[config.mk]
export PLATFORM = sky130hd
export DESIGN_NAME = periodic_task_tick_scheduler
export DESIGN_NICKNAME = d
export VERILOG_FILES = /design/src/hdl/ptts_pkg.sv /design/src/hdl/periodic_task_tick_scheduler.sv
export SDC_FILE = /design/constraint.sdc
export NUM_CORES = 1
export LEC_CHECK = 0
export BUFFER_PORTS_ARGS = -buffer_cell sky130_fd_sc_hd__buf_4
export CAP_MARGIN = 30
export CORE_MARGIN = 4
export CORE_UTILIZATION = 40
export CTS_CLUSTER_DIAMETER = 120
export DETAILED_ROUTE_END_ITERATION = 8
export PLACE_DENSITY = 0.64
export SLEW_MARGIN = 10
export SYNTH_ARGS = -nofsm -noshare
export SYNTH_HDL_FRONTEND = slang
export SYNTH_SLANG_ARGS = --single-unit
export TNS_END_PERCENT = 10
[constraint.sdc]
create_clock -name clock -period 7.6 [get_ports clock]
set_clock_uncertainty 0.05 [all_clocks]
set_input_delay 1.14 -clock clock [delete_from_list [all_inputs] [get_ports clock]]
set_output_delay 1.14 -clock clock [all_outputs]
set_load 0.05 [all_outputs]
[src/hdl/ptts_pkg.sv]
`timescale 1ns / 1ps
// Shared types and constants for the periodic task tick scheduler.
// No dependencies; used by the top level and its checker.
package ptts_pkg;

   localparam int MS_W     = 16;
   localparam int TICK_W   = 13;
   localparam int SLOT_W   = 3;
   localparam int DUE_W    = 8;
   localparam int RSP_W    = 16;
   localparam logic [TICK_W-1:0] TICK_MAX = {TICK_W{1'b1}};

   localparam logic KIND_ADD  = 1'b0;
   localparam logic KIND_TICK = 1'b1;

   localparam logic STATUS_OK     = 1'b0;
   localparam logic STATUS_REJECT = 1'b1;

   typedef struct packed {
      logic [RSP_W-SLOT_W-DUE_W-2:0] pad;
      logic [DUE_W-1:0]              due_mask;
      logic [SLOT_W-1:0]             slot;
      logic                          status;
   } rsp_type;

endpackage

[src/hdl/periodic_task_tick_scheduler.sv]
`timescale 1ns / 1ps
// Periodic task tick scheduler: slot table with per-slot countdowns.
// An accepted req item enters the input register, then its result the result register.
// Throughput: one item per cycle; each item reads and updates the whole slot table
// in the combinational logic between the two registers. A stalled rsp item stalls the input.
// Reset (synchronous, active high) clears all slots to inactive and empties both registers;
// period and countdown storage is written by the add that claims a slot.
module periodic_task_tick_scheduler
   import ptts_pkg::*;
#(
   parameter int NUM_SLOTS = 8,
   parameter int TICK_MS   = 10
) (
   input  logic             clock,
   input  logic             reset,
   input  logic             req_tvalid,
   output logic             req_tready,
   input  logic [MS_W-1:0]  req_tdata,   // [15:0] period_ms
   input  logic [0:0]       req_tuser,   // [0] kind
   output logic             rsp_tvalid,
   input  logic             rsp_tready,
   output logic [RSP_W-1:0] rsp_tdata    // [0] status, [3:1] slot, [11:4] due_mask, [15:12] 0
);

   localparam int DIV_N = MS_W + 1;
   localparam int DIV_L = $clog2(TICK_MS);
   localparam int DIV_S = DIV_N + DIV_L;
   localparam longint DIV_M_L = ((longint'(1) <<< DIV_S) + TICK_MS - 1) / TICK_MS;
   localparam logic [DIV_N:0] DIV_M = (DIV_N+1)'(DIV_M_L);
   localparam logic [DIV_N-1:0] ROUND_ADD = DIV_N'(TICK_MS - 1);
   localparam int PROD_W = 2 * DIV_N + 1;

   logic              in_valid_ff, in_valid_in;
   logic              in_kind_ff, in_kind_in;
   logic [MS_W-1:0]   in_ms_ff, in_ms_in;
   logic              rsp_valid_ff, rsp_valid_in;
   rsp_type           rsp_ff, rsp_in;

   logic [NUM_SLOTS-1:0] active_ff, active_in;
   logic [TICK_W-1:0]    period_ff [NUM_SLOTS];
   logic [TICK_W-1:0]    period_in [NUM_SLOTS];
   logic [TICK_W-1:0]    remain_ff [NUM_SLOTS];
   logic [TICK_W-1:0]    remain_in [NUM_SLOTS];

   logic              advance;
   logic [DIV_N-1:0]  ms_sum;
   logic [PROD_W-1:0] prod;
   logic [DIV_N-1:0]  quot;
   logic [TICK_W-1:0] ticks;
   logic              free_found;
   logic [SLOT_W-1:0] free_slot;

   assign advance    = in_valid_ff && (!rsp_valid_ff || rsp_tready);
   assign req_tready = !in_valid_ff || advance;
   assign rsp_tvalid = rsp_valid_ff;
   assign rsp_tdata  = rsp_ff;

   assign ms_sum = DIV_N'(in_ms_ff) + ROUND_ADD;
   assign prod   = PROD_W'(ms_sum) * PROD_W'(DIV_M);
   assign quot   = DIV_N'(prod >> DIV_S);

   always_comb begin
      priority if (quot > DIV_N'(TICK_MAX)) begin
         ticks = TICK_MAX;
      end else if (quot == '0) begin
         ticks = TICK_W'(1);
      end else begin
         ticks = quot[TICK_W-1:0];
      end
   end

   always_comb begin
      free_found = 1'b0;
      free_slot  = '0;
      for (int i = 0; i < NUM_SLOTS; i++) begin
         if (!active_ff[i] && !free_found) begin
            free_found = 1'b1;
            free_slot  = SLOT_W'(i);
         end
      end
   end

   always_comb begin
      logic claimed;
      claimed      = 1'b0;
      in_valid_in  = in_valid_ff;
      in_kind_in   = in_kind_ff;
      in_ms_in     = in_ms_ff;
      rsp_valid_in = rsp_valid_ff;
      rsp_in       = rsp_ff;
      active_in    = active_ff;
      period_in    = period_ff;
      remain_in    = remain_ff;

      if (rsp_valid_ff && rsp_tready) begin
         rsp_valid_in = 1'b0;
      end
      if (advance) begin
         in_valid_in  = 1'b0;
         rsp_valid_in = 1'b1;
         rsp_in       = '0;
         unique case (in_kind_ff)
            KIND_ADD: begin
               rsp_in.status = STATUS_REJECT;
               if (in_ms_ff != '0 && free_found) begin
                  rsp_in.status = STATUS_OK;
                  rsp_in.slot   = free_slot;
               end
               for (int i = 0; i < NUM_SLOTS; i++) begin
                  if (in_ms_ff != '0 && !active_ff[i] && !claimed) begin
                     claimed      = 1'b1;
                     active_in[i] = 1'b1;
                     period_in[i] = ticks;
                     remain_in[i] = ticks;
                  end
               end
            end
            KIND_TICK: begin
               for (int i = 0; i < NUM_SLOTS; i++) begin
                  if (active_ff[i]) begin
                     if (remain_ff[i] <= TICK_W'(1)) begin
                        remain_in[i] = period_ff[i];
                        if (i < DUE_W) begin
                           rsp_in.due_mask[i[$clog2(DUE_W)-1:0]] = 1'b1;
                        end
                     end else begin
                        remain_in[i] = remain_ff[i] - TICK_W'(1);
                     end
                  end
               end
            end
            default: begin
               rsp_in = '0;
            end
         endcase
      end
      if (req_tvalid && req_tready) begin
         in_valid_in = 1'b1;
         in_kind_in  = req_tuser[0];
         in_ms_in    = req_tdata;
      end
   end

   always_ff @(posedge clock) begin
      if (reset) begin
         in_valid_ff  <= 1'b0;
         rsp_valid_ff <= 1'b0;
         active_ff    <= '0;
      end else begin
         in_valid_ff  <= in_valid_in;
         rsp_valid_ff <= rsp_valid_in;
         active_ff    <= active_in;
      end
   end

   always_ff @(posedge clock) begin
      in_kind_ff <= in_kind_in;
      in_ms_ff   <= in_ms_in;
      rsp_ff     <= rsp_in;
      period_ff  <= period_in;
      remain_ff  <= remain_in;
   end

endmodule

==> results.yml <==
yosys:
  syn-cell-area_um2: 17200
  yosysSeqAreaShare_pct: 42.6
  syn_inst: 1626
  synth.distinct_cells: 71
  avgSynthCellArea_um2: 10.6
  ys.flop_type: "edfxtp_1"
  async_flop_share_pct: 0
  synth-edff-count: 237
  yosysWarnings: 0
  ys_ff_latch: 247
placement:
  dpl.hpwl_um: 33300
  place_area_um2: 18400
  io_buffers: 34
  place_congestion: 0.946
timing:
  period_needed_ns: 7.41
  hold_viol: 0
  fin_crit_sh_pct: 97.5
  holdWs_ns: 0.477
  maxSlewViolCount: 0
  relSlewSlack_pct: 38.5
  worst_slew_pin_slew_ns: 0.923
  setup_violations: 0
  clock.fmax_mhz: 135
layout:
  fillers: 3846
  multi_input_area_um2: 9160
  areaGrowthSynthToFinish_pct: 14.3
  diodes: 0
  layout-drive-gt1-share_pct: 12.4
  layout_common_cells: "237 x edfxtp_1, 185 x inv_1, 166 x nand2_1, 143 x ha_1, 117 x o21ai_0"
  final_common_cell: "edfxtp_1"
  seqCellArea_um2: 7320
  design_area_um2: 19600
  nNetsFinal: 1956
worst_setup_path:
  max_stage_delay_ns: 0.62
  cp_data_arrival_time_ns: 7.77
  path_max_fanout: 8
  r2r-start: "in_ms_ff[8]$_DFFE_PP_"
  crit_slowest_cell: "or4b_4"
  r2r-end: "remain_ff[13]$_DFFE_PP_"
  path_class: "reg -> reg"
  cp.required_ns: 7.95
  path_cells: "and3_4, nand3_2, nor3b_2, buf_4, and3_1, xor2_4, ha_1, ha_1, inv_1, fa_1, inv_1, fa_1, fa_1, fa_1, ha_1, a21oi_2, o211ai_1, a2111o_1, mux2i_1, a311oi_1, or4_1, or4b_4, o221ai_1"
  start_kind: "flip-flop"
  cp-end-kind: "flip-flop"
  ff2ff_path_depth: 23
  cpMostUsedCell: "fa_1"
  r2r_slack_ns: 0.19
grt:
  grt_pass1_vias: 12400
  grt_pass1_wl_um: 70800
  overflow: 0
  grt_max_degree: 93
  gr-usage-all-layers_pct: 19.3
  antenna_found_initial: 0
cts:
  htreeDepth: 1
  numCtsBuffers: 28
  clock_latency_ns: 0.58
  cts_tree: "done"
  cts.sinks: 247
  clk_pin_slew_ns: 0.06
  cts_buffer_depth: 3
  postCtsHoldBufs: 0
  cts_root_buffer: "clkbuf_16"
die:
  pin_count: 39
  die_y_um: 215
  core-area_um2: 42200
  die_area_um2: 46300
  die_w_um: 215
  num_rows: 75
  start_util_pct: 40.7
hold_path:
  hold_class: "reg -> reg"
  holdPathStages: 2
  hold_start: "in_valid_ff$_SDFFE_PP0P_"
  whs_endpoint: "rsp_tvalid$_SDFFE_PP0P_"
route:
  wirelength_um: 45400
  vias: 12400
  drt_iter0_drc: 1119
  drt_pre_antenna_iters: 6
  wl_per_cell_um: 20.0
  drt_drc_violations_left: 0
  drtAntennaViolNets: 0
  avgViaCountPerCell: 5.49
outcome:
  run_status: "finished clean"
flow_run:
  max-cap-violations: 0
[cells in the mapped netlist (6+ instances only)]
| library cell | number | share of area (%) |
|---|---|---|
| a21oi_1 | 78 | 2.3 |
| ha_1 | 149 | 11 |
| o21ai_0 | 117 | 3.4 |
| nor4_1 | 22 | 0.80 |
| nand4_1 | 6 | 0.22 |
| a211oi_1 | 7 | 0.31 |
| mux2i_1 | 13 | 0.76 |
| xor2_1 | 37 | 1.9 |
| buf_2 | 10 | 0.29 |
| clkbuf_1 | 47 | 1.0 |
| inv_1 | 185 | 4.0 |
| or4_1 | 9 | 0.39 |
| o221ai_1 | 12 | 0.61 |
| nor2_1 | 86 | 1.9 |
| nor3_1 | 29 | 0.84 |
| and3_1 | 12 | 0.44 |
| or3_1 | 18 | 0.66 |
| o31ai_1 | 6 | 0.26 |
| nand3_1 | 29 | 0.84 |
| nor2b_1 | 7 | 0.25 |
| a21oi_2 | 6 | 0.31 |
| nand2b_1 | 13 | 0.47 |
| edfxtp_1 | 237 | 41 |
| fa_1 | 84 | 9.8 |
| o211ai_1 | 51 | 2.2 |
| a21o_1 | 28 | 1.2 |
| nand2_1 | 167 | 3.6 |
| xnor2_1 | 72 | 3.7 |
| dfxtp_1 | 10 | 1.2 |
| or2_2 | 6 | 0.22 |
[through the flow]
step                utilization (%)  cells  setup WS (ns)  TNS, ns
global placement               43.5   2198         0.0322        0
finish                         46.5   2263          0.187        0
global route                   46.5   2263        -0.0164  -0.0783
CTS                            45.8   2253         0.0240        0
floorplan                         -   1629          0.310        0
detailed placement             43.6   2201         -0.111   -0.802
[cells by family after synthesis]
family / share of synthesized area, %
simple gates: 11.8
mux: 0.757
fa+ha+maj: 20.6
flops: 42.6
buf+inv: 5.69
other cells: 0.0218
compound gates: 13.0
xor+xnor: 5.55
[how the worst max path moves through the flow]
stage	startpoint	to	slack, ns	cells after the start
2_1_floorplan	in_ms_ff[7]$_DFFE_PP_	period_ff[0]$_DFFE_PP_	0.31	25
6_report	in_ms_ff[8]$_DFFE_PP_	remain_ff[13]$_DFFE_PP_	0.19	23
3_3_place_gp	in_ms_ff[1]$_DFFE_PP_	remain_ff[9]$_DFFE_PP_	0.03	25
3_5_place_dp	in_ms_ff[1]$_DFFE_PP_	remain_ff[91]$_DFFE_PP_	-0.11	22
4_1_cts	in_ms_ff[1]$_DFFE_PP_	period_ff[17]$_DFFE_PP_	0.02	25
5_1_grt	in_ms_ff[8]$_DFFE_PP_	remain_ff[39]$_DFFE_PP_	-0.02	23
[cell type report]
| class | instances | share of cell area [%] |
|---|---|---|
| Clock buffer | 36 | 3.92 |
| Clock inverter | 16 | 0.841 |
| Inverter | 185 | 3.54 |
| Multi-Input combinational cell | 1133 | 46.6 |
| Sequential cell | 247 | 37.3 |
| Tap cell | 539 | 3.43 |
| Timing Repair Buffer | 107 | 4.38 |
[what timing repair did]
| item | 4_1_cts | 5_1_grt |
|---|---|---|
| setup buffers | 0 | 9 |
| hold endpoints to repair | 0 | 0 |
| resized for setup | 1 | 35 |
| setup endpoints to repair | 8 | 185 |
| pin swaps | 0 | 6 |
[critical path, delay by kind of cell, from the launching register on]
kind / cells / cell delay (ns)
mux: 1 / 0.14
simple gates: 6 / 2.04
compound gates: 5 / 1.07
flops: 1 / 0.42
fa+ha+maj: 7 / 3.01
buf+inv: 3 / 0.28
xor+xnor: 1 / 0.24
[layer usage]
layer	wire length, um	global-route usage, %	up-vias
met1	19800	26.8	6008
met2	20900	30.8	391
li1	-	-	5917
met5	0	0	-
met3	3040	3.53	98
met4	1650	6.33	0
[registers in the layout (all words and copies together) (netlist names)]
register,flops
period_ff,104
remain_ff,104
in_ms_ff,16
rsp_tdata,12
active_ff,8
in_kind_ff,1
in_valid_ff,1
rsp_tvalid,1
Power is left out: the tool's default activity adds up to more than one toggle a clock period on the data nets, which glitch-free logic cannot reach.
